$ cat config.mk
export PLATFORM = sky130hd
export DESIGN_NAME = apsp_alu
export DESIGN_NICKNAME = d
export VERILOG_FILES = /design/src/hw/rtl/apsp_pkg.sv /design/src/hw/rtl/apsp_alu.sv
export SDC_FILE = /design/constraint.sdc
export NUM_CORES = 1
export LEC_CHECK = 0
export ABC_AREA = 1
export ABC_CLOCK_PERIOD_IN_PS = 2300
export BUFFER_PORTS_ARGS = -buffer_cell sky130_fd_sc_hd__clkbuf_2
export CAP_MARGIN = 20
export CORE_MARGIN = 2
export CORE_UTILIZATION = 47
export DETAILED_ROUTE_END_ITERATION = 16
export PLACE_DENSITY = 0.86
export REMOVE_ABC_BUFFERS = 1
export SLEW_MARGIN = 20
export SYNTH_ARGS = -nofsm -noshare
export SYNTH_HDL_FRONTEND = slang
export SYNTH_SLANG_ARGS = --single-unit
export TNS_END_PERCENT = 5
$ cat constraint.sdc
create_clock -name clock -period 2.3 [get_ports clock]
set_input_delay 0.575 -clock clock [delete_from_list [all_inputs] [get_ports clock]]
set_output_delay 0.575 -clock clock [all_outputs]
set_load 0.01 [all_outputs]
$ cat src/hw/rtl/apsp_pkg.sv
// ----------------------------------------------------------------------------
// All-pairs shortest path package
// Widths, defaults, item codes, register indexes and sequencer states.
// ----------------------------------------------------------------------------
`timescale 1ns / 1ps

package apsp_pkg;

   localparam int MAX_VERTICES_DEF = 64;
   localparam int DIST_WIDTH_DEF   = 24;
   localparam int OUT_DIST_W       = 24;
   localparam int KIND_W           = 2;
   localparam int VTX_W            = 6;
   localparam int WEIGHT_W         = 16;
   localparam int VCOUNT_W         = 7;
   localparam int CSR_IDX_W        = 1;
   localparam int CSR_DATA_W       = 7;

   localparam logic [VCOUNT_W-1:0] VCOUNT_RESET = 7'd64;

   typedef enum logic [KIND_W-1:0] {
      KIND_CLEAR   = 2'd0,
      KIND_EDGE    = 2'd1,
      KIND_COMPUTE = 2'd2,
      KIND_READ    = 2'd3
   } kind_type;

   typedef enum logic [CSR_IDX_W-1:0] {
      CSR_VERTEX_COUNT = 1'b0,
      CSR_DIRECTED     = 1'b1
   } csr_index_type;

   typedef enum logic [3:0] {
      ST_CLEAR,
      ST_IDLE,
      ST_EDGE2,
      ST_READ_WAIT,
      ST_ROW_ISSUE,
      ST_ROW_WAIT,
      ST_CELL_SUM,
      ST_CELL_WR,
      ST_RESP
   } state_type;

endpackage

$ cat src/hw/rtl/apsp_alu.sv
// ----------------------------------------------------------------------------
// Relaxation unit
// Saturating add of the two path legs, registered, then compare with the entry.
// ----------------------------------------------------------------------------
`timescale 1ns / 1ps

module apsp_alu import apsp_pkg::*; #(
   parameter int DIST_WIDTH = DIST_WIDTH_DEF
) (
   input  logic                         clock,
   input  logic                         sum_en,
   input  logic signed [DIST_WIDTH-1:0] ik_val,
   input  logic [DIST_WIDTH:0]          kj_entry,
   input  logic [DIST_WIDTH:0]          ij_entry,
   output logic                         relax_upd,
   output logic signed [DIST_WIDTH-1:0] relax_val
);

   localparam logic signed [DIST_WIDTH-1:0] DMAX = {1'b0, {(DIST_WIDTH-1){1'b1}}};
   localparam logic signed [DIST_WIDTH-1:0] DMIN = {1'b1, {(DIST_WIDTH-1){1'b0}}};

   logic signed [DIST_WIDTH:0]   wide_sum;
   logic signed [DIST_WIDTH-1:0] sat_sum;
   logic signed [DIST_WIDTH-1:0] sum_ff;
   logic                         kj_fin_ff;
   logic [DIST_WIDTH:0]          ij_ff;
   logic signed [DIST_WIDTH-1:0] ij_val;

   always_comb begin
      wide_sum = {ik_val[DIST_WIDTH-1], ik_val}
               + {kj_entry[DIST_WIDTH-1], kj_entry[DIST_WIDTH-1:0]};
      if (wide_sum[DIST_WIDTH] != wide_sum[DIST_WIDTH-1]) begin
         sat_sum = wide_sum[DIST_WIDTH] ? DMIN : DMAX;
      end else begin
         sat_sum = wide_sum[DIST_WIDTH-1:0];
      end
   end

   always_ff @(posedge clock) begin
      if (sum_en) begin
         sum_ff    <= sat_sum;
         kj_fin_ff <= kj_entry[DIST_WIDTH];
         ij_ff     <= ij_entry;
      end
   end

   assign ij_val    = ij_ff[DIST_WIDTH-1:0];
   assign relax_val = sum_ff;
   assign relax_upd = kj_fin_ff && (!ij_ff[DIST_WIDTH] || (sum_ff < ij_val));

endmodule

==> results.cfg, run 1 <==
[outcome]
status = complete, but fails checks
violations = setup timing

[sta]
rsz0062_at_grt = true
setup_viol = 1
max_slew_margin = 0.790
tightest_slew_ns = 0.313
slew_viol_final = 0
postLayoutSetupSlackWorst_ns = -0.282
hold_viol = 0
finalSetupTns_ns = -0.282
min_period_ns = 2.58
fmax_mhz = 387
finalCritPeriodShare = 1.12

[routing]
routed_wire_length_per_instance_um = 13.9
wl_um = 11300
vias = 4050
drc_errors = 0
ant_nets = 0
firstDrtPassIters = 5
drt-initial-drc-count = 181
drt-vias-per-instance = 4.98

[synthesis]
synth_edf_count = 50
seq_area_frac_synth = 0.375
async_reset_ff_frac = 0
synth_top_flop_cell = edfxtp_1
synthDistinctLibCells = 28
netlist_area_um2 = 4000
avgSynthCellArea_um2 = 7.82
synth_seq_cells = 50
yosys_warnings = 0
postSynthCellCount = 512

[placed_design]
finalWeightedCongestion = 0.898
io_buffers = 100
dp_hpwl_um = 9270
place_ws_ns = -0.319
dp_cells = 801

[power_and_ir_drop]
clockPowerShare = 0.167
finalPower_mw = 3.14
p_seq_frac = 0.393
power.density_nw_per_um2 = 570
p_int_mw = 2.02
irDropWorstVdd_mv = 0.253
switching_share = 0.357
p_leak_nw = 3.00
combPwrFrac = 0.440
p_sw_mw = 1.12

[clock_network]
cts_buffers = 5
cts_tree = yes
hold_buffers = 0
cts_sinks = 50
root_buffer = clkbuf_8
clk_path_buf_depth = 2
clkSlewWorstSetupHoldPaths_ns = 0.10
h-tree-depth = 2

[finish]
drive_gt1_frac = 0.338
register_area_um2 = 1500
final_util = 0.670
n_antenna_cell = 0
nets = 831
final_cells = 813
multi_input_area_um2 = 2260
syn_to_final_growth_pct = 37.4
fillers = 687

[critical_path]
critPathMaxStageDelay_ns = 0.45
critical_path_peak_fanout = 3
crit_path_end_kind = primary output
crit_type = register to primary output
arrival_ns = 2.01
crit_path_frequent_cell = nand2_1
cp-start-kind = register
crit_chain = ha_4 > buf_4 > a21oi_1 > o21a_1 > nand2_1 > nor2_2 > nand2_1 > nand2_1 > nand3_1 > nand2_1 > inv_1 > buf_2
cp_slowest_cell = edfxtp_1
crit_required_ns = 1.73

[floorplanning]
io_pins = 101
initial_core_util = 0.487
die_area_um2 = 9270
core_um2 = 8220
dieHeight_um = 96.3
dieWidth_um = 96.3
rows = 33

[global_route]
track_usage = 0.253
grt_pass1_vias = 4096
grt_first_pass_wirelength_um = 18300
overflow = 0
antenna_found_initial = 0
grt_max_degree = 51

[min_path]
hp-class = input port to register

[job]
cap_violations = 0
-- Yosys cell counts (3+ instances only) --
cell type	instances	area, um2
a21oi_1	33	165
o21ai_0	10	50.1
nand3_2	4	40.0
nand2_2	6	37.5
xor2_1	9	78.8
nor2_2	3	18.8
edfxtp_1	50	1500
nand2_1	169	634
nand4_1	13	81.3
nand3_1	18	90.1
buf_6	4	45.0
inv_1	82	308
nor3_1	4	20.0
ha_1	47	588
nor2_1	33	124
xnor2_1	4	35.0
o21bai_1	6	45.0
-- power by group through the flow --
stage	Clock (mW)	Sequential [mW]	Combinational [mW]
detailed placement	0	1.25	1.29
floorplan	0	1.28	0.650
global placement	0	1.24	1.23
CTS	0.530	1.23	1.31
global route	0.559	1.25	1.54
finish	0.524	1.23	1.38
-- critical path: cells and delay by family (launching register included) --
kind	cells	cell delay, ns
adders and majority gates	1	0.29
DFF	1	0.45
AOI/OAI and AO/OA	2	0.25
buffers and inverters	3	0.29
and+or+nand+nor	6	0.42
-- placed cells by master, fill, tap and decap left out, types with 3 or more instances in the layout --
| cell type | count |
|---|---|
| a21oi_1 | 30 |
| a21oi_2 | 4 |
| buf_4 | 90 |
| clkbuf_2 | 99 |
| clkbuf_8 | 5 |
| edfxtp_1 | 50 |
| ha_1 | 41 |
| ha_2 | 3 |
| ha_4 | 3 |
| inv_1 | 80 |
| nand2_1 | 164 |
| nand2_2 | 9 |
| nand3_1 | 18 |
| nand3_2 | 4 |
| nand4_1 | 13 |
| nor2_1 | 29 |
| nor2_2 | 6 |
| nor3_1 | 4 |
| o21ai_0 | 8 |
| o21ai_1 | 3 |
| o21bai_1 | 6 |
| xnor2_1 | 4 |
| xor2_1 | 9 |
-- cells by family (layout without fill, tap and decap cells) --
| logic type | Yosys count | count (layout) | share of synthesized area |
|---|---|---|---|
| AOI/OAI and AO/OA | 57 | 57 | 0.0784 |
| xor gates and xnor gates | 13 | 13 | 0.0284 |
| adders and majority gates | 48 | 48 | 0.152 |
| buffers and inverters | 86 | 282 | 0.0881 |
| DFF | 50 | 50 | 0.375 |
| and+or+nand+nor | 258 | 258 | 0.278 |
-- cell type report --
type | count | share of cell area
Clock buffer | 5 | 0.0125
Multi-Input combinational cell | 376 | 0.410
Sequential cell | 50 | 0.273
Tap cell | 105 | 0.0239
Inverter | 82 | 0.0559
Timing Repair Buffer | 192 | 0.221
Clock inverter | 3 | 0.00387
-- sequential cells by signal, indices dropped and copies added (netlist names) --
| register | cells |
|---|---|
| relax_val | 24 |
| kj_fin_ff | 1 |
| ij_ff | 25 |
-- stage by stage --
step	cell area, um2	hold WS [ns]
3_5_place_dp	5280	0.754
2_1_floorplan	3960	0.674
5_1_grt	5500	0.427
4_1_cts	5400	0.434
3_3_place_gp	5280	0.753
6_report	5500	0.434
-- layer usage --
layer,up-vias,global-route usage,part of all wire
met1,1819,0.319,0.43
met4,0,0.0845,0.020
li1,2068,-,-
met2,140,0.450,0.50
met5,-,0,0
met3,23,0.0274,0.053
-- repair_timing --
item | CTS | global route
setup buffers | 1 | 3
pin swaps | 7 | 12
hold endpoints to repair | 0 | 0
gates resized for setup | 4 | 24
endpoints found under the setup margin | 1 | 24
-- final timing paths --
| kind | from | end | slack, ns | depth (start not counted) |
|---|---|---|---|---|
| max | relax_val[23] | relax_upd | -0.28 | 12 |
| min | ij_entry[5] | ij_ff[5] | 0.43 | 1 |
Power figures use the tool's default switching activity.
==> inputs of run 2 (changes only) <==
ABC_CLOCK_PERIOD_IN_PS = 2200   (was 2300)
CTS_BUF_LIST = sky130_fd_sc_hd__clkbuf_8   (was unset)
clock period = 2.2 ns   (was 2.3 ns; I/O delays follow)
==> results.cfg, run 2 (synthesis gave the netlist of run 1 again) <==
[global_route]
track_usage = 0.252
antenna_found_initial = 0
grt_first_pass_wirelength_um = 18200
grt_max_degree = 51
grt_pass1_vias = 4098
overflow = 0

[critical_path]
crit_path_end_kind = primary output
cp-start-kind = register
critical_path_peak_fanout = 3
crit_type = register to primary output
arrival_ns = 2.05
crit_required_ns = 1.65

[routing]
wl_met2_um = 5750
drt-initial-drc-count = 256
wl_um = 11200
drt-vias-per-instance = 5.04
wl_met1_um = 4580
vias = 4125
ant_nets = 0
firstDrtPassIters = 5
highest_layer = met4
drc_errors = 0
routed_wire_length_per_instance_um = 13.7
route.met3.wl_um = 738

[power_and_ir_drop]
finalPower_mw = 3.41
power.density_nw_per_um2 = 615
p_leak_nw = 3.05
irDropWorstVdd_mv = 0.318

[clock_network]
clk_path_buf_depth = 2
h-tree-depth = 2
hold_buffers = 0
cts_buffers = 5
root_buffer = clkbuf_8
cts_sinks = 50
clkSlewWorstSetupHoldPaths_ns = 0.10
cts_tree = yes

[floorplanning]
core_um2 = 8220
dieWidth_um = 96.3
io_pins = 101
rows = 33
die_area_um2 = 9270
initial_core_util = 0.487
dieHeight_um = 96.3

[finish]
design_area_um2 = 5550
mostFrequentLayoutCells = nand2_1, clkbuf_2, buf_4
layout.cells.most_common = nand2_1
n_antenna_cell = 0
final_util = 0.676
syn_to_final_growth_pct = 38.7
largest_reg_flops = 25
largest-register = ij_ff
drive_gt1_frac = 0.329
fillers = 657
nets = 837

[sta]
tightest_slew_ns = 0.349
setup_viol = 1
hold-worst-slack_ns = 0.405
fmax_mhz = 384
hold_viol = 0
min_period_ns = 2.60
rsz0062_at_grt = true
slew_viol_final = 0
max_slew_margin = 0.766
finalCritPeriodShare = 1.18
postLayoutSetupSlackWorst_ns = -0.403

[placed_design]
io_buffers = 100
dp_hpwl_um = 9070
finalWeightedCongestion = 0.878
post_dp_cell_area_um2 = 5330

[outcome]
status = complete, but fails checks
violations = setup timing

[job]
cap_violations = 0

[min_path]
hp-class = input port to register
run 2: changes by cell type in the layout (fill, tap and decap cells not counted), moves of 2 or more:
cell and change:
buf_4 +6, ha_1 +3, ha_2 -3, inv_1 +3, inv_2 -2, nand2_2 -2
nor2_1 +2, nor2_2 -2
run 2: stage by stage:
step / cells / worst slack (ns) / setup TNS, ns
after CTS: 817 / -0.375 / -0.375
after global routing: 819 / -0.532 / -2.35
after global placement: 808 / -0.301 / -6.11
after floorplan: 508 / -0.134 / -2.82
final: 819 / -0.403 / -0.403
after detailed placement: 808 / -0.359 / -7.66
run 2: critical path, cell delays in order (launching register included):
cell	delay [ns]
edfxtp_1	0.37
inv_1	0.10
ha_4	0.22
buf_4	0.14
a21oi_1	0.16
o21a_1	0.16
nand2_1	0.07
nor2_2	0.14
nand2_1	0.06
nand2_1	0.05
nand3_1	0.06
nand2_1	0.06
inv_1	0.03
buf_2	0.12
run 2: final timing paths:
check	depth (start not counted)	end	start	slack, ns
worst min-delay path	1	ij_ff[3]	ij_entry[3]	0.41
worst max-delay path	13	relax_upd	ij_ff[23]	-0.40
run 2: where the power goes:
| group | internal [mW] | switching, mW | leakage [nW] | total [mW] |
|---|---|---|---|---|
| sequential | 1.22 | 0.0717 | 0.491 | 1.29 |
| combinational | 0.685 | 0.784 | 2.50 | 1.47 |
| clock | 0.335 | 0.319 | 0.0556 | 0.654 |
run 2: what timing repair did:
action,in CTS,in global routing
cloned,0,0
pin swaps,10,7
hold endpoints to repair,0,0
endpoints found under the setup margin,13,24
setup buffers,1,2
gates resized for setup,12,7
run 2: routing by layer:
metal  GRT usage  up-vias
met5           0        -
met4      0.0669        0
met3      0.0305       16
met2       0.468      146
met1       0.307     1886
li1            -     2077
run 2: layout make-up:
type / count / area (um2) / area share
multi-input combinational: 376 / 2240 / 0.404
sequential: 50 / 1500 / 0.270
timing repair buffer: 198 / 1260 / 0.227
inverter: 82 / 308 / 0.0554
tap: 105 / 131 / 0.0237
clock buffer: 5 / 68.8 / 0.0124
clock inverter: 3 / 41.3 / 0.00743
